<file path="src/sv/bct_pkg.sv">
// shared types, event codes and helpers for the button combination tracker
`default_nettype none

package bct_pkg;

    localparam int DEF_BUTTON_COUNT = 13;

    localparam int ID_W = 4;
    localparam int EV_W = 4;

    localparam logic [EV_W-1:0] NO_RECORD   = 4'd15;
    localparam logic [EV_W-1:0] EV_DOWN     = 4'd0;
    localparam logic [EV_W-1:0] EV_CLICK    = 4'd1;
    localparam logic [EV_W-1:0] EV_DOUBLE   = 4'd2;
    localparam logic [EV_W-1:0] EV_REPEAT   = 4'd3;
    localparam logic [EV_W-1:0] EV_SHORT_UP = 4'd5;
    localparam logic [EV_W-1:0] EV_LONG_UP  = 4'd7;
    localparam logic [EV_W-1:0] EV_HOLD_UP  = 4'd9;
    localparam logic [EV_W-1:0] EV_MAX      = 4'd9;

    // record count saturates here, two is all the rules need
    localparam logic [1:0] CNT_SAT = 2'd2;

    // query token that walks down the row of cells
    typedef struct packed {
        logic            valid;
        logic [EV_W-1:0] key;
        logic [ID_W-1:0] self_id;
        logic            found;
        logic [ID_W-1:0] found_idx;
        logic [1:0]      cnt;
    } scan_t;

    // broadcast record write
    typedef struct packed {
        logic            en;
        logic [ID_W-1:0] id;
        logic [EV_W-1:0] val;
    } rec_wr_t;

    typedef struct packed {
        logic            is_combination;
        logic [ID_W-1:0] first_button;
        logic [ID_W-1:0] second_button;
        logic [EV_W-1:0] reported_event;
        logic            last_of_run;
    } report_t;

    function automatic logic is_release(input logic [EV_W-1:0] ev);
        return ev == EV_CLICK || ev == EV_DOUBLE || ev == EV_REPEAT ||
               ev == EV_SHORT_UP || ev == EV_LONG_UP || ev == EV_HOLD_UP;
    endfunction

    // clicks of any kind are reported as short-up on a combination release
    function automatic logic [EV_W-1:0] release_code(input logic [EV_W-1:0] ev);
        return (ev == EV_CLICK || ev == EV_DOUBLE || ev == EV_REPEAT) ? EV_SHORT_UP : ev;
    endfunction

    function automatic report_t make_report(input logic            combo,
                                           input logic [ID_W-1:0] first,
                                           input logic [ID_W-1:0] second,
                                           input logic [EV_W-1:0] ev,
                                           input logic            last);
        report_t r;
        r.is_combination = combo;
        r.first_button   = first;
        r.second_button  = second;
        r.reported_event = ev;
        r.last_of_run    = last;
        return r;
    endfunction

endpackage

`default_nettype wire

</file>
<file path="src/sv/bct_evt_if.sv">
// input channel: one qualified button event per word
`default_nettype none

interface bct_evt_if;
    import bct_pkg::*;

    logic            valid;
    logic            ready;
    logic [ID_W-1:0] button_id;
    logic [EV_W-1:0] button_event;

    modport source (output valid, output button_id, output button_event, input ready);
    modport sink (input valid, input button_id, input button_event, output ready);
endinterface

`default_nettype wire

</file>
<file path="src/sv/bct_rpt_if.sv">
// output channel: one single or combination report per word
`default_nettype none

interface bct_rpt_if;
    import bct_pkg::*;

    logic            valid;
    logic            ready;
    logic            is_combination;
    logic [ID_W-1:0] first_button;
    logic [ID_W-1:0] second_button;
    logic [EV_W-1:0] reported_event;
    logic            last_of_run;

    modport source (output valid, output is_combination, output first_button,
                    output second_button, output reported_event, output last_of_run,
                    input ready);
    modport sink (input valid, input is_combination, input first_button,
                  input second_button, input reported_event, input last_of_run,
                  output ready);
endinterface

`default_nettype wire

</file>
<file path="src/sv/bct_cell.sv">
// one button record cell: holds the record and updates the passing query token
`default_nettype none

module bct_cell #(
    parameter int INDEX = 0
) (
    input  logic                          clk,
    input  logic                          rst_n,
    input  bct_pkg::rec_wr_t              wr,
    input  bct_pkg::scan_t                tok_in,
    output bct_pkg::scan_t                tok_out,
    output logic [bct_pkg::EV_W-1:0]      record
);
    import bct_pkg::*;

    logic [EV_W-1:0] record_reg;
    logic [EV_W-1:0] record_next;
    scan_t           tok_reg;
    scan_t           tok_next;
    logic            own;
    logic            hit;

    always_comb
    begin
        record_next = record_reg;
        if (wr.en && int'(wr.id) == INDEX)
        begin
            record_next = wr.val;
        end
    end

    always_comb
    begin
        own      = int'(tok_in.self_id) == INDEX;
        hit      = tok_in.valid && !own && record_reg == tok_in.key;
        tok_next = tok_in;
        // lowest index wins: only the first hit along the row is kept
        if (hit && !tok_in.found)
        begin
            tok_next.found     = 1'b1;
            tok_next.found_idx = ID_W'(INDEX);
        end
        if (tok_in.valid && record_reg != NO_RECORD && tok_in.cnt != CNT_SAT)
        begin
            tok_next.cnt = tok_in.cnt + 2'd1;
        end
    end

    always_ff @(posedge clk or negedge rst_n)
    begin
        if (!rst_n)
        begin
            record_reg <= NO_RECORD;
            tok_reg    <= '0;
        end
        else
        begin
            record_reg <= record_next;
            tok_reg    <= tok_next;
        end
    end

    assign tok_out = tok_reg;
    assign record  = record_reg;

endmodule

`default_nettype wire

</file>
<file path="src/sv/bct_out_fifo.sv">
// two-word report queue between the tracker core and the output channel
`default_nettype none

module bct_out_fifo (
    input  logic               clk,
    input  logic               rst_n,
    input  logic               push,
    input  bct_pkg::report_t   push_data,
    output logic               full,
    bct_rpt_if.source          rpt
);
    import bct_pkg::*;

    localparam int DEPTH = 2;

    report_t    mem_reg [DEPTH];
    logic       wr_ptr_reg;
    logic       wr_ptr_next;
    logic       rd_ptr_reg;
    logic       rd_ptr_next;
    logic [1:0] cnt_reg;
    logic [1:0] cnt_next;
    logic       pop;
    report_t    head;

    assign full = cnt_reg == 2'(DEPTH);
    assign pop  = rpt.valid && rpt.ready;
    assign head = mem_reg[rd_ptr_reg];

    always_comb
    begin
        wr_ptr_next = wr_ptr_reg;
        rd_ptr_next = rd_ptr_reg;
        cnt_next    = cnt_reg;
        if (push)
        begin
            wr_ptr_next = !wr_ptr_reg;
        end
        if (pop)
        begin
            rd_ptr_next = !rd_ptr_reg;
        end
        if (push && !pop)
        begin
            cnt_next = cnt_reg + 2'd1;
        end
        else if (pop && !push)
        begin
            cnt_next = cnt_reg - 2'd1;
        end
    end

    always_ff @(posedge clk or negedge rst_n)
    begin
        if (!rst_n)
        begin
            wr_ptr_reg <= 1'b0;
            rd_ptr_reg <= 1'b0;
            cnt_reg    <= 2'd0;
        end
        else
        begin
            wr_ptr_reg <= wr_ptr_next;
            rd_ptr_reg <= rd_ptr_next;
            cnt_reg    <= cnt_next;
        end
    end

    always_ff @(posedge clk)
    begin
        if (push)
        begin
            mem_reg[wr_ptr_reg] <= push_data;
        end
    end

    assign rpt.valid          = cnt_reg != 2'd0;
    assign rpt.is_combination = head.is_combination;
    assign rpt.first_button   = head.first_button;
    assign rpt.second_button  = head.second_button;
    assign rpt.reported_event = head.reported_event;
    assign rpt.last_of_run    = head.last_of_run;

endmodule

`default_nettype wire

</file>
<file path="src/sv/button_combination_tracker_core.sv">
// top level of the button combination tracker: control, cell row and report queue
`default_nettype none

// Takes one button event word at a time and reports it as a single-key or a
// two-key combination event, up to two report words per event. Events that
// need a look at the other buttons (a press-down outside combination mode,
// or any non-press event from a combination member) send a query token down
// a row of BUTTON_COUNT record cells, one cell per cycle; the input stays
// busy until the token has left the row and the report words are in the
// queue. A report word waits in place while the queue is full. Reports go
// through a two-word queue, so a new event can be taken while earlier
// reports still wait at the output. Event codes above 9 are accepted and
// dropped without any report.
module button_combination_tracker_core #(
    parameter int BUTTON_COUNT = bct_pkg::DEF_BUTTON_COUNT
) (
    input  logic       clk,
    input  logic       rst_n,
    bct_evt_if.sink    evt_in,
    bct_rpt_if.source  rpt_out
);
    import bct_pkg::*;

    localparam logic [1:0] S_IDLE  = 2'd0;
    localparam logic [1:0] S_SCAN  = 2'd1;
    localparam logic [1:0] S_PUSH0 = 2'd2;
    localparam logic [1:0] S_PUSH1 = 2'd3;

    logic [1:0]      state_reg;
    logic [1:0]      state_next;
    logic            combo_reg;
    logic            combo_next;
    logic [ID_W-1:0] id_reg;
    logic [ID_W-1:0] id_next;
    logic [EV_W-1:0] ev_reg;
    logic [EV_W-1:0] ev_next;
    logic            scan_down_reg;
    logic            scan_down_next;
    report_t         r0_reg;
    report_t         r0_next;
    report_t         r1_reg;
    report_t         r1_next;
    logic [1:0]      nres_reg;
    logic [1:0]      nres_next;
    scan_t           tok_in_reg;
    scan_t           tok_in_next;

    rec_wr_t         wr;
    scan_t           tok [BUTTON_COUNT+1];
    logic [EV_W-1:0] rec_q [BUTTON_COUNT];
    scan_t           tok_last;
    logic [EV_W-1:0] rec_b;
    logic            accept;
    logic [ID_W-1:0] in_id;
    logic [EV_W-1:0] in_ev;
    logic            in_rel;
    logic            ev_rel;
    logic            id_in_range;
    logic            push;
    report_t         push_data;
    logic            fifo_full;

    assign in_id       = evt_in.button_id;
    assign in_ev       = evt_in.button_event;
    assign in_rel      = is_release(in_ev);
    assign ev_rel      = is_release(ev_reg);
    assign id_in_range = int'(id_reg) < BUTTON_COUNT;
    assign evt_in.ready = state_reg == S_IDLE;
    assign accept      = evt_in.valid && evt_in.ready;

    // record of the button named by the incoming word
    always_comb
    begin
        rec_b = NO_RECORD;
        for (int i = 0; i < BUTTON_COUNT; i++)
        begin
            if (int'(in_id) == i)
            begin
                rec_b = rec_q[i];
            end
        end
    end

    assign tok[0] = tok_in_reg;

    for (genvar g = 0; g < BUTTON_COUNT; g++)
    begin : g_cell
        bct_cell #(
            .INDEX(g)
        ) u_cell (
            .clk    (clk),
            .rst_n  (rst_n),
            .wr     (wr),
            .tok_in (tok[g]),
            .tok_out(tok[g+1]),
            .record (rec_q[g])
        );
    end

    assign tok_last = tok[BUTTON_COUNT];

    always_comb
    begin
        state_next     = state_reg;
        combo_next     = combo_reg;
        id_next        = id_reg;
        ev_next        = ev_reg;
        scan_down_next = scan_down_reg;
        r0_next        = r0_reg;
        r1_next        = r1_reg;
        nres_next      = nres_reg;
        tok_in_next    = '0;
        wr             = '0;
        push           = 1'b0;
        push_data      = r0_reg;

        case (state_reg)
            S_IDLE:
            begin
                if (accept && in_ev <= EV_MAX)
                begin
                    id_next   = in_id;
                    ev_next   = in_ev;
                    nres_next = 2'd1;
                    if (!combo_reg && in_ev == EV_DOWN)
                    begin
                        // record the press, then count records and look for a pressed partner
                        wr.en   = 1'b1;
                        wr.id   = in_id;
                        wr.val  = EV_DOWN;
                        r0_next = make_report(1'b0, in_id, '0, EV_DOWN, 1'b0);
                        tok_in_next.valid   = 1'b1;
                        tok_in_next.key     = EV_DOWN;
                        tok_in_next.self_id = in_id;
                        scan_down_next      = 1'b1;
                        state_next          = S_SCAN;
                    end
                    else if (!combo_reg)
                    begin
                        wr.en      = in_rel;
                        wr.id      = in_id;
                        wr.val     = NO_RECORD;
                        r0_next    = make_report(1'b0, in_id, '0, in_ev, 1'b1);
                        state_next = S_PUSH0;
                    end
                    else if (in_ev == EV_DOWN || rec_b == NO_RECORD)
                    begin
                        r0_next    = make_report(1'b0, in_id, '0, in_ev, 1'b1);
                        state_next = S_PUSH0;
                    end
                    else
                    begin
                        // member event: a release clears the record right away,
                        // the partner search never looks at the own cell
                        wr.en  = 1'b1;
                        wr.id  = in_id;
                        wr.val = in_rel ? NO_RECORD : in_ev;
                        tok_in_next.valid   = 1'b1;
                        tok_in_next.key     = in_ev;
                        tok_in_next.self_id = in_id;
                        scan_down_next      = 1'b0;
                        state_next          = S_SCAN;
                    end
                end
            end

            S_SCAN:
            begin
                if (tok_last.valid)
                begin
                    state_next = S_PUSH0;
                    if (scan_down_reg)
                    begin
                        if (tok_last.cnt == CNT_SAT)
                        begin
                            combo_next = 1'b1;
                        end
                        if (tok_last.cnt == CNT_SAT && id_in_range && tok_last.found)
                        begin
                            r1_next   = make_report(1'b1, id_reg, tok_last.found_idx,
                                                    EV_DOWN, 1'b1);
                            nres_next = 2'd2;
                        end
                        else
                        begin
                            r0_next.last_of_run = 1'b1;
                        end
                    end
                    else
                    begin
                        if (ev_rel && tok_last.cnt == 2'd0)
                        begin
                            combo_next = 1'b0;
                        end
                        if (tok_last.found && ev_rel)
                        begin
                            r0_next   = make_report(1'b1, id_reg, tok_last.found_idx,
                                                    ev_reg, 1'b0);
                            r1_next   = make_report(1'b1, id_reg, '0,
                                                    release_code(ev_reg), 1'b1);
                            nres_next = 2'd2;
                        end
                        else if (tok_last.found)
                        begin
                            r0_next = make_report(1'b1, id_reg, tok_last.found_idx,
                                                  ev_reg, 1'b1);
                        end
                        else if (ev_rel)
                        begin
                            r0_next = make_report(1'b1, id_reg, '0,
                                                  release_code(ev_reg), 1'b1);
                        end
                        else
                        begin
                            nres_next  = 2'd0;
                            state_next = S_IDLE;
                        end
                    end
                end
            end

            S_PUSH0:
            begin
                push_data = r0_reg;
                if (!fifo_full)
                begin
                    push       = 1'b1;
                    state_next = (nres_reg == 2'd2) ? S_PUSH1 : S_IDLE;
                end
            end

            S_PUSH1:
            begin
                push_data = r1_reg;
                if (!fifo_full)
                begin
                    push       = 1'b1;
                    state_next = S_IDLE;
                end
            end

            default:
            begin
                state_next = S_IDLE;
            end
        endcase
    end

    always_ff @(posedge clk or negedge rst_n)
    begin
        if (!rst_n)
        begin
            state_reg     <= S_IDLE;
            combo_reg     <= 1'b0;
            scan_down_reg <= 1'b0;
            nres_reg      <= 2'd0;
            tok_in_reg    <= '0;
        end
        else
        begin
            state_reg     <= state_next;
            combo_reg     <= combo_next;
            scan_down_reg <= scan_down_next;
            nres_reg      <= nres_next;
            tok_in_reg    <= tok_in_next;
        end
    end

    always_ff @(posedge clk)
    begin
        id_reg <= id_next;
        ev_reg <= ev_next;
        r0_reg <= r0_next;
        r1_reg <= r1_next;
    end

    bct_out_fifo u_out_fifo (
        .clk      (clk),
        .rst_n    (rst_n),
        .push     (push),
        .push_data(push_data),
        .full     (fifo_full),
        .rpt      (rpt_out)
    );

    // no query token may still be in the row once the next word can be taken
    a_idle_no_token: assert property (@(posedge clk) disable iff (!rst_n)
        evt_in.ready |-> !tok_last.valid)
        else $error("query token still in flight while idle");

    // combination mode only ends at the close of a partner search
    a_combo_exit: assert property (@(posedge clk) disable iff (!rst_n)
        $fell(combo_reg) |-> $past(state_reg == S_SCAN))
        else $error("combination mode left outside a search");

    // a push phase always has one or two words to hand over
    a_push_count: assert property (@(posedge clk) disable iff (!rst_n)
        (state_reg == S_PUSH0 || state_reg == S_PUSH1) |->
            (nres_reg == 2'd1 || nres_reg == 2'd2))
        else $error("push phase with no report words");

endmodule

`default_nettype wire

</file>
<file path="src/flat_wrapper.sv">
// flat-port wrapper written by rule: the top's interface ports become plain ports
module button_combination_tracker_core_flat import bct_pkg::*;
#(
    parameter int BUTTON_COUNT = bct_pkg::DEF_BUTTON_COUNT
)
  (clk, rst_n, evt_in_valid, evt_in_button_id, evt_in_button_event, evt_in_ready, rpt_out_valid, rpt_out_is_combination, rpt_out_first_button, rpt_out_second_button, rpt_out_reported_event, rpt_out_last_of_run, rpt_out_ready);
  bct_evt_if evt_in_i ();
  bct_rpt_if rpt_out_i ();
  input  logic clk;
  input  logic rst_n;
  input wire logic [$bits(evt_in_i.valid)-1:0] evt_in_valid;
  input wire logic [$bits(evt_in_i.button_id)-1:0] evt_in_button_id;
  input wire logic [$bits(evt_in_i.button_event)-1:0] evt_in_button_event;
  output wire logic [$bits(evt_in_i.ready)-1:0] evt_in_ready;
  output wire logic [$bits(rpt_out_i.valid)-1:0] rpt_out_valid;
  output wire logic [$bits(rpt_out_i.is_combination)-1:0] rpt_out_is_combination;
  output wire logic [$bits(rpt_out_i.first_button)-1:0] rpt_out_first_button;
  output wire logic [$bits(rpt_out_i.second_button)-1:0] rpt_out_second_button;
  output wire logic [$bits(rpt_out_i.reported_event)-1:0] rpt_out_reported_event;
  output wire logic [$bits(rpt_out_i.last_of_run)-1:0] rpt_out_last_of_run;
  input wire logic [$bits(rpt_out_i.ready)-1:0] rpt_out_ready;
  assign evt_in_i.valid = evt_in_valid;
  assign evt_in_i.button_id = evt_in_button_id;
  assign evt_in_i.button_event = evt_in_button_event;
  assign evt_in_ready = evt_in_i.ready;
  assign rpt_out_valid = rpt_out_i.valid;
  assign rpt_out_is_combination = rpt_out_i.is_combination;
  assign rpt_out_first_button = rpt_out_i.first_button;
  assign rpt_out_second_button = rpt_out_i.second_button;
  assign rpt_out_reported_event = rpt_out_i.reported_event;
  assign rpt_out_last_of_run = rpt_out_i.last_of_run;
  assign rpt_out_i.ready = rpt_out_ready;
  button_combination_tracker_core #(.BUTTON_COUNT(BUTTON_COUNT)) u_core (.clk(clk), .rst_n(rst_n), .evt_in(evt_in_i), .rpt_out(rpt_out_i));
endmodule
</file>
<file path="config.mk">
export PLATFORM = sky130hd
export DESIGN_NAME = button_combination_tracker_core_flat
export DESIGN_NICKNAME = d
export VERILOG_FILES = /design/src/sv/bct_pkg.sv /design/src/sv/bct_evt_if.sv /design/src/sv/bct_rpt_if.sv /design/src/sv/bct_cell.sv /design/src/sv/bct_out_fifo.sv /design/src/sv/button_combination_tracker_core.sv /design/src/flat_wrapper.sv
export SDC_FILE = /design/constraint.sdc
export NUM_CORES = 1
export LEC_CHECK = 0
export ABC_CLOCK_PERIOD_IN_PS = 4400
export BUFFER_PORTS_ARGS = -buffer_cell sky130_fd_sc_hd__buf_2
export CAP_MARGIN = 30
export CORE_ASPECT_RATIO = 0.7
export CORE_MARGIN = 10
export CORE_UTILIZATION = 57
export DETAILED_ROUTE_END_ITERATION = 7
export PLACE_DENSITY = 0.82
export SYNTH_ARGS = -nofsm -noshare
export SYNTH_HDL_FRONTEND = slang
export SYNTH_HIERARCHICAL = 1
export SYNTH_SLANG_ARGS = --single-unit
</file>
<file path="constraint.sdc">
create_clock -name clk -period 4.4 [get_ports clk]
set_input_delay 0.88 -clock clk [delete_from_list [all_inputs] [get_ports clk]]
set_output_delay 0.88 -clock clk [all_outputs]
set_load 0.1 [all_outputs]
</file>
Word-level counts from Yosys, hierarchy flattened. Memories as Yosys holds them, arrays and structs flattened. Cells that the tools add are included.

Add/subtract/negate cells: 14. Multiply operators: 0. Div/mod/pow operators: 0. Order comparisons: 2. Eq/ne operators: 108. Shift operators: 0. Muxes and demuxes: 100. Bitwise gates (word level): 0. Reductions and logical operators: 148.

Operators with widths (number): $mux W14 (12); $eq A4 B4 Y1 const B (27); $mux W9 (10); $logic_and A1 B1 Y1 (86); $mux W2 (33); $mux W5 (13); $mux W4 (15); $ne A4 B4 Y1 const B (14); $eq A4 B3 Y1 const B (13); $eq A4 B4 Y1 (13); $ne A2 B2 Y1 const B (19); $logic_not A1 Y1 (30); $eq A4 B2 Y1 const B (7); $pmux W14 S2 (1); $add A2 B1 Y2 const B (13); $reduce_and A6 Y1 (3); $logic_not A4 Y1 (4); $reduce_and A4 Y1 (4); $mux W1 (13); $mux W13 (1); $reduce_bool A2 Y1 (6); $logic_or A1 B1 Y1 (11); $eq A2 B2 Y1 const B (5); $eq A4 B1 Y1 const B (2); other kinds (14) (17).

Bits in registers: 307. Bits in latches: 0. Memory bits (writable): 28. Memory bits (read-only): 0. Bits of input ports: 12. Output and inout bits: 16. Memories kept: 1.

Memories: u_core.u_out_fifo.mem_reg (words 2, bits a word 14, rd ports 1, clocked after memory_dff 0, write ports 1, RTL line bct_out_fifo.sv:16) `report_t mem_reg [DEPTH];`.

Logic depth before layout (Yosys ltp). Gate-level depths: netlist of run 1.

Word-level depth: 23. Depth in mapped cells: 12.

Modules after synthesis. Netlist of run 1, hierarchy kept.

Modules (own cells, without submodules): bct_cell (u_core.g_cell[10].u_cell ...) (times used 5, cells each 47, area an instance 774.5 sq um); button_combination_tracker_core (times used 1, cells each 282, area an instance 2920.3 sq um); bct_cell (u_core.g_cell[11].u_cell ...) (times used 2, cells each 47, area an instance 764.5 sq um); bct_cell (u_core.g_cell[4].u_cell ...) (times used 2, cells each 48, area an instance 753.2 sq um); bct_cell (u_core.g_cell[1].u_cell ...) (times used 2, cells each 48, area an instance 742.0 sq um); bct_out_fifo (times used 1, cells each 60, area an instance 1257.5 sq um); bct_cell (u_core.g_cell[0].u_cell) (times used 1, cells each 48, area an instance 739.5 sq um); bct_cell (u_core.g_cell[3].u_cell) (times used 1, cells each 47, area an instance 726.9 sq um).

Worst setup path after synthesis of run 1. OpenSTA, ideal clock, no wires.

Path type: input-to-reg. Start point: input evt_in_button_event[1]. End point: register u_core.g_cell[11].u_cell.record_reg[0]. Setup time: 0.083 ns. Arrival: 5.297 ns. Data required time: 4.317 ns. Path slack: -0.980 ns. Stages: 8. Path through: o21ai_0 nand2_1 nor3_1 nand2_1 nor3b_1 nor2b_4 nand4_4 mux2_4.

RTL lines: from (decl) (RTL line flat_wrapper.sv:13) `input wire logic [$bits(evt_in_i.button_event)-1:0] evt_in_button_event;`; to (signal assigned) (RTL line bct_cell.sv:58) `record_reg <= record_next;`; to (decl) (RTL line bct_cell.sv:16) `logic [EV_W-1:0] record_reg;`.

==> out/qor.yml, run 1 <==
critical_path:
  required_ps: 4870
  worstPathCellList: "buf_2 > mux4_1 > o22a_1 > o211ai_1 > o211a_1 > nor4_4 > buf_6 > a211oi_4 > buf_4 > nand4b_4 > nor2_4 > mux2_1"
  slowest_stage: "mux4_1"
  start_kind: "input pin"
  critical-path-max-stage-delay_ps: 620
  critPathMaxFanout: 25
  crit_arrival_ps: 4310
  rr_worst_depth: 11
  end_kind: "flop"
  path_class: "in -> reg"
timing:
  worst_pin_slew_ps: 1001
  skew_ps: 8.035
  slew_viol_final: 0
  timing.hold.ws_ps: 367.4
  period_minus_slack_ps: 3842
  max_slew_margin_pct: 32.74
  rsz0062_at_grt: "no"
  timing.fmax_ghz: 0.2603
  finalCritPeriodShare_pct: 87.32
  setup_viol: 0
  hold_viol: 0
  setup_tns_ps: 0
clock_tree:
  cts.reportedPaths.clkPinSlew_ps: 70
  ctsHoldBuffers: 0
  cts_tree: "done"
  clock-sinks: 333
  numCtsBuffers: 29
  root_buffer: "clkbuf_16"
  cts_resized: 0
  insertion_delay_ps: 540
  h-tree-depth: 1
  post_cts_buffers: 0
  clock_path_buffers: 3
detailed_routing:
  drtAntennaViolNets: 0
  wl_per_cell_um: 19.37
  viasPerCell: 5.753
  dr_total_vias: 7865
  drc: 0
  drtIter0Drc: 633
  routed_wl_um: 26480
  dr.pass1.iters: 6
worst_hold_path:
  holdCritPathClass: "reg -> reg"
  holdPathStages: 0
power:
  powerDensity_nw_per_um2: 493.7
  p_leak_uw: 0.006922
  power_uw: 7715
  ir_worst_vdd_mv: 0.4319
floorplan:
  fp.dieW_um: 206.2
  die_area_um2: 31000
  die-height_um: 150.4
  initial_core_util_pct: 58.24
  core_area_um2: 23760
  rows: 47
  io_pins: 28
synthesis:
  yosysWarningCount: 6
  synth_area_um2: 13840
  synthCells: 950
  avgSynthCellArea_um2: 14.56
final_layout:
  drive_gt1_share_pct: 27.07
  final.fill_count: 1654
  largest_reg_flops: 200
  postLayoutCoreUtil_pct: 65.78
  area_growth_pct: 12.96
  fin_nets: 1052
  antenna_cells: 0
global_route:
  overflow: 0
  grtUsageTotal_pct: 17.39
  antenna_found_initial: 3
  grt_max_degree: 127
  grt_pass1_vias: 8317
  grt_pass1_wl_um: 43460
placement:
  portBuffers: 27
  dp_hpwl_um: 18470
  place.gp.congestion: 0.9092
status:
  status: "finished clean"
job:
  cap_violations: 0
## cells in the final DEF, fill, tap and decap left out, types with 17 or more instances in the layout
cell type,count
dfrtp_1,219
edfxtp_1,62
inv_1,52
dfstp_2,52
mux2_2,49
nor2_1,31
clkbuf_16,30
o21bai_1,27
buf_2,26
xnor2_1,25
nand2_1,22
buf_4,21
mux2_1,20
mux2i_1,18
o21a_1,18
xor2_1,18
o21ai_0,17
a21boi_0,17
mux2_4,17
## through the flow
step / std cells / setup WS (ps) / cell area, µm²
detailed placement: 1312 / 29.18 / 14610
global route: 1367 / 459.0 / 15630
floorplan: 959 / -30.42 / 13930
finish: 1367 / 557.9 / 15630
CTS: 1366 / 593.9 / 15620
global placement: 1311 / 111.5 / 14600
## power breakdown
part | internal [µW] | switching, µW
clock network | 1520 | 1100
logic | 484 | 994
registers | 3420 | 192
## cell type report
cell class	count	area [µm²]	share of cell area, %
Multi-Input combinational cell	556	4918	31.47
Clock buffer	34	785.8	5.028
Timing Repair Buffer	54	405.4	2.594
Sequential cell	333	8708	55.72
Clock inverter	20	217.7	1.393
Tap cell	318	397.9	2.546
Inverter	52	195.2	1.249
## worst max-delay path, delay by kind of cell
family          cells  cell delay (ps)
buf+inv             3              860
mux                 2              960
simple gates        3              380
compound gates      4             1190
## path summary, 6_finish.rpt
| path | startpoint | to | slack [ps] |
|---|---|---|---|
| max | evt_in_button_id[0] | u_core/g_cell[6].u_cell/record[2] | 560 |
| min | u_core/g_cell[2].u_cell/tok_out[9] | u_core/g_cell[3].u_cell/tok_out[9] | 370 |
| max in group asynchronous | rst_n | u_core/g_cell[8].u_cell/record[0] | 3060 |
| max reg2reg | u_core/g_cell[1].u_cell/record[1] | u_core/g_cell[6].u_cell/record[2] | 980 |
| min in group asynchronous | rst_n | u_core/g_cell[0].u_cell/tok_out[2] | 380 |
| min reg2reg | u_core/g_cell[2].u_cell/tok_out[9] | u_core/g_cell[3].u_cell/tok_out[9] | 370 |
## routing by layer
| layer | vias up | GRT usage, % | routed length (µm) |
|---|---|---|---|
| li1 | 3587 | - | - |
| met1 | 4012 | 22.67 | 11010 |
| met2 | 217 | 28.97 | 13050 |
| met3 | 47 | 4.186 | 1941 |
| met4 | 2 | 4.111 | 465 |
| met5 | - | 0 | 13 |
Power figures use the tool's default switching activity.
==> run 2: changes to the inputs <==
Settings changed: REMOVE_ABC_BUFFERS set to 1.
==> out/qor.yml, run 2 (synthesized netlist as in run 1, its figures left out) <==
floorplan:
  fp.dieW_um: 206.2  # unchanged
  die-height_um: 150.4  # unchanged
  die_area_um2: 31000  # unchanged
  rows: 47  # unchanged
  io_pins: 28  # unchanged
  core_area_um2: 23760  # unchanged
  initial_core_util_pct: 58.24  # unchanged
detailed_routing:
  viasPerCell: 5.775  # +0.37%
  drtAntennaViolNets: 0  # unchanged
  drtIter0Drc: 582  # -8.1%
  dr_total_vias: 7929  # +0.81%
  dr.pass1.iters: 5  # -1
  wl_per_cell_um: 20.30  # +4.8%
  drc: 0  # unchanged
  routed_wl_um: 27870  # +5.2%
global_route:
  met3_usage_pct: 4.358  # +0.17 points
  grt_pass1_vias: 8203  # -1.4%
  busiest_layer: "met2"
  overflow: 0  # unchanged
  grt_pass1_wl_um: 44940  # +3.4%
  grtUsageMet1_pct: 25.64  # +3.0 points
  grt_util_met2_pct: 28.74  # -0.23 points
  grtUsageTotal_pct: 18.35  # +0.95 points
  grt_max_degree: 117  # -7.9%
  antenna_found_initial: 1  # -2
placement:
  portBuffers: 27  # unchanged
  dpl-instance-area_um2: 14620  # about the same
  place.gp.congestion: 0.9197  # +1.2%
  place_ws_ps: 195.6  # +166.5 ps
  dp_hpwl_um: 19590  # +6.1%
final_layout:
  largest_reg_flops: 200  # unchanged
  antenna_cells: 0  # unchanged
  final.fill_count: 1582  # -4.4%
  final_cell_mix: "219 x dfrtp_1, 62 x edfxtp_1, 52 x inv_1, 52 x dfstp_2, 49 x mux2_2"
  fin_nets: 1059  # +0.67%
  final_area_um2: 15640  # about the same
  drive_gt1_share_pct: 27.20  # +0.13 points
  area_growth_pct: 13.01  # about the same
  layout_commonest_cell: "dfrtp_1"
timing:
  period_minus_slack_ps: 3726  # -116.0 ps
  timing.fmax_ghz: 0.2684  # +3.1%
  finalWorstSetupSlack_ps: 674.0  # +116.0 ps
  hold_viol: 0  # unchanged
  slew_viol_final: 0  # unchanged
  max_slew_margin_pct: 36.06  # +3.3 points
  timing.hold.ws_ps: 370.4  # +3.035 ps
  worst_pin_slew_ps: 959.1  # -42.09 ps
  rsz0062_at_grt: "no"
  skew_ps: 13.75  # +5.712 ps
  finalCritPeriodShare_pct: 84.68  # -2.6 points
  setup_viol: 0  # unchanged
critical_path:
  crit_arrival_ps: 4200  # -110 ps
  start_kind: "input pin"
  required_ps: 4870  # about the same
  critPathMaxFanout: 22  # -12%
  end_kind: "flop"
  path_class: "in -> reg"
worst_hold_path:
  holdCritPathClass: "reg -> reg"
clock_tree:
  ctsHoldBuffers: 0  # unchanged
  cts_resized: 0  # unchanged
  post_cts_buffers: 0  # unchanged
  insertion_delay_ps: 540  # about the same
  h-tree-depth: 1  # unchanged
  clock_path_buffers: 3  # unchanged
  clock-sinks: 333  # unchanged
  numCtsBuffers: 29  # unchanged
  cts_tree: "done"
  cts.reportedPaths.clkPinSlew_ps: 60  # about the same
  root_buffer: "clkbuf_16"
power:
  powerDensity_nw_per_um2: 496.9  # +0.65%
  p_leak_uw: 0.006961  # +0.57%
  ir_worst_vdd_mv: 0.6604  # +53%
job:
  cap_violations: 0  # unchanged
status:
  status: "finished clean"
[run 2: cell types whose count changed in the layout (fill, tap and decap cells not counted), moves of 3 or more]
cell        change
clkinvlp_4      -3
nor3b_2         +3
clkinv_2        -5
nor3b_4         -3
clkbuf_8        +5
buf_4           +9
clkbuf_1        +4
[run 2: critical path, stage by stage]
cell and delay, ps:
buf_2 370, mux2_2 250, o22ai_1 70, a221o_1 350, a32o_2 280, nor4_2 560
buf_4 270, nor3b_2 70, buf_4 200, nor2_1 110, and4b_1 380, mux2_2 380
[run 2: metal layers]
layer	vias to the layer above	routed length, µm
li1	3594	-
met5	-	10
met3	57	1980
met4	2	573
met1	4025	12360
met2	251	12940
[run 2: report_power, final]
| group | internal (µW) | total [µW] | switching (µW) | leakage, µW |
|---|---|---|---|---|
| sequential | 3420 | 3640 | 216 | 0.00393 |
| combinational | 489 | 1500 | 1010 | 0.00253 |
| clock | 1560 | 2640 | 1080 | 0.000504 |
| total | 5470 | 7770 | 2300 | 0.00696 |
[run 2: per-stage QoR]
step,setup TNS (ps),util [%],std cells,power (µW)
6_report,0,65.82,1373,7770
3_3_place_gp,0,61.46,1318,5110
5_1_grt,0,65.82,1373,8065
2_1_floorplan,-41410,-,941,4718
4_1_cts,0,65.82,1373,7800
3_5_place_dp,0,61.54,1320,5161
[run 2: final cells by class]
class                      instances  area, µm²  share of cell area (%)
sequential                       333       8708                   55.69
multi-input combinational        556       4877                   31.19
clock buffer                      46      927.1                   5.929
timing repair buffer              61      441.7                   2.825
tap                              318      397.9                   2.545
inverter                          52      195.2                   1.248
clock inverter                     7      88.84                  0.5681
[run 2: path summary, 6_finish.rpt]
path                                                       end  cells after the start                               start  slack, ps
max                          u_core/g_cell[1].u_cell/record[1]                     12                 evt_in_button_id[0]        670
min                         u_core/g_cell[2].u_cell/tok_out[8]                      0  u_core/g_cell[1].u_cell/tok_out[8]        370
max reg2reg                  u_core/g_cell[1].u_cell/record[1]                     11   u_core/g_cell[0].u_cell/record[2]        900
min reg2reg                 u_core/g_cell[2].u_cell/tok_out[8]                      0  u_core/g_cell[1].u_cell/tok_out[8]        370
max in group asynchronous    u_core/g_cell[3].u_cell/record[3]                      2                               rst_n       2930
min in group asynchronous  u_core/g_cell[11].u_cell/tok_out[3]                      1                               rst_n        410
==> run 3: changes to the inputs <==
Settings changed: ABC_CLOCK_PERIOD_IN_PS 4400 to 3300.
Clock period 4.4 ns to 3.3 ns, I/O delays scaled along.
==> out/qor.yml, run 3 (synthesized netlist as in run 1, its figures left out) <==
detailed_routing:
  wl_per_cell_um: 20.23  # -0.33%
  drc: 0  # unchanged
  viasPerCell: 5.792  # +0.29%
  drtAntennaViolNets: 0  # unchanged
  dr.pass1.iters: 4  # -1
  routed_wl_um: 28260  # +1.4%
  drtIter0Drc: 605  # +4.0%
  dr_total_vias: 8091  # +2.0%
clock_tree:
  clock_path_buffers: 3  # unchanged
  cts_tree: "done"
  root_buffer: "clkbuf_16"
  post_cts_buffers: 0  # unchanged
  ctsHoldBuffers: 0  # unchanged
  cts.reportedPaths.clkPinSlew_ps: 70  # about the same
  insertion_delay_ps: 550  # about the same
  clock-sinks: 333  # unchanged
  cts_resized: 0  # unchanged
  numCtsBuffers: 29  # unchanged
  h-tree-depth: 1  # unchanged
placement:
  place_ws_ps: -266.6  # -462.2 ps
  dp.cells: 1344  # +1.8%
  dp_hpwl_um: 20090  # +2.5%
  portBuffers: 27  # unchanged
  place.gp.congestion: 0.9362  # +1.8%
floorplan:
  die-height_um: 150.4  # unchanged
  rows: 47  # unchanged
  fp.dieW_um: 206.2  # unchanged
  die_area_um2: 31000  # unchanged
  core_area_um2: 23760  # unchanged
  initial_core_util_pct: 58.24  # unchanged
  io_pins: 28  # unchanged
timing:
  hold_viol: 0  # unchanged
  finalWorstSetupSlack_ps: 139.5  # -534.5 ps
  period_minus_slack_ps: 3161
  setup_viol: 0  # unchanged
  worst_pin_slew_ps: 1068  # +108.7 ps
  slew_viol_final: 0  # unchanged
  finalCritPeriodShare_pct: 95.77
  rsz0062_at_grt: "no"
  skew_ps: 18.50  # +4.748 ps
  max_slew_margin_pct: 28.38  # -7.7 points
  timing.fmax_ghz: 0.3164
critical_path:
  crit_arrival_ps: 3650  # -550 ps
  path_class: "reg -> reg"
  r2r_setup_slack_ps: 140  # -760 ps
  end_kind: "flop"
  start_kind: "flop"
  required_ps: 3780  # -1090 ps
  critPathMaxFanout: 9  # -59%
final_layout:
  postLayoutCoreUtil_pct: 66.52  # +0.71 points
  layoutNonFillerInstCount: 1397  # +1.7%
  fin_nets: 1083  # +2.3%
  layout_commonest_cell: "dfrtp_1"
  largest_reg_flops: 200  # unchanged
  area_growth_pct: 14.22
  drive_gt1_share_pct: 29.19  # +2.0 points
  antenna_cells: 0  # unchanged
  final_cell_mix: "219 x dfrtp_1, 62 x edfxtp_1, 52 x inv_1, 52 x dfstp_2, 52 x buf_4"
worst_hold_path:
  holdCritPathClass: "in -> async"
power:
  power_switching_uw: 3128  # +36%
  pwr-share-comb_pct: 19.8  # +0.5 points
  sw_frac_of_total_pct: 30.28  # +0.68 points
  p_leak_uw: 0.007087  # +1.8%
  powerDensity_nw_per_um2: 653.7  # +32%
  clkPwrFrac_pct: 33.3  # -0.6 points
  seqPwrFrac_pct: 46.9  # about the same
  cell_internal_pwr_uw: 7202  # +32%
  ir_worst_vdd_mv: 0.9028  # +37%
global_route:
  grt_pass1_wl_um: 45770  # +1.9%
  grtUsageTotal_pct: 18.69  # +0.34 points
  grt_pass1_vias: 8314  # +1.4%
  grt_max_degree: 104  # -11%
  antenna_found_initial: 0  # -1
  overflow: 0  # unchanged
status:
  status: "finished clean"
job:
  cap_violations: 0  # unchanged
run 3: per-stage QoR:
| step | instance area [µm²] | total power [µW] | setup TNS (ps) | hold WS (ps) |
|---|---|---|---|---|
| 2_1_floorplan | 13760 | 6291 | -87170 | 345.4 |
| 3_3_place_gp | 14830 | 6854 | -5131 | 351.7 |
| 3_5_place_dp | 14830 | 6928 | -9242 | 357.8 |
| 4_1_cts | 15800 | 10380 | 0 | 178.5 |
| 5_1_grt | 15800 | 10720 | 0 | 181.9 |
| 6_report | 15800 | 10330 | 0 | 140.6 |
run 3: power groups by stage:
stage               Sequential (µW)  Combinational, µW  Clock, µW
floorplan                      4810               1480          0
global placement               4890               1970          0
detailed placement             4910               2020          0
CTS                            4840               2050       3500
global route                   4870               2170       3680
finish                         4840               2040       3440
run 3: path summary, 6_finish.rpt:
kind,startpoint,end,cells after the start
worst max-delay path,u_core/g_cell[1].u_cell/record[1],u_core/g_cell[8].u_cell/record[3],9
worst max register to register,u_core/g_cell[1].u_cell/record[1],u_core/g_cell[8].u_cell/record[3],9
worst min register to register,u_core/g_cell[8].u_cell/tok_out[8],u_core/g_cell[9].u_cell/tok_out[8],0
max in group asynchronous,rst_n,u_core/g_cell[3].u_cell/record[3],2
min in group clk,u_core/g_cell[8].u_cell/tok_out[8],u_core/g_cell[9].u_cell/tok_out[8],0
worst min-delay path,rst_n,u_core/g_cell[12].u_cell/tok_out[4],1
run 3: critical path: stages, from the launching register on:
cell,delay [ps]
dfstp_2,400
mux4_1,510
o22a_1,220
o211ai_1,170
o211a_1,190
nor4_2,40
buf_4,170
a211oi_1,870
buf_4,340
mux2_2,180
run 3: per-layer routing:
| metal | GRT usage (%) | share of wire (%) |
|---|---|---|
| met3 | 3.714 | 7.2 |
| met1 | 26.86 | 45 |
| met2 | 28.97 | 46 |
| met4 | 4.111 | 2.0 |
| met5 | 0 | 0 |
run 3: layout make-up:
cell class                 instances  area (µm²)
clock buffer                      35       790.8
tap                              318       397.9
clock inverter                    18       178.9
timing repair buffer              85       655.6
inverter                          52       195.2
multi-input combinational        556        4877
sequential                       333        8708
fill                            1588        7954
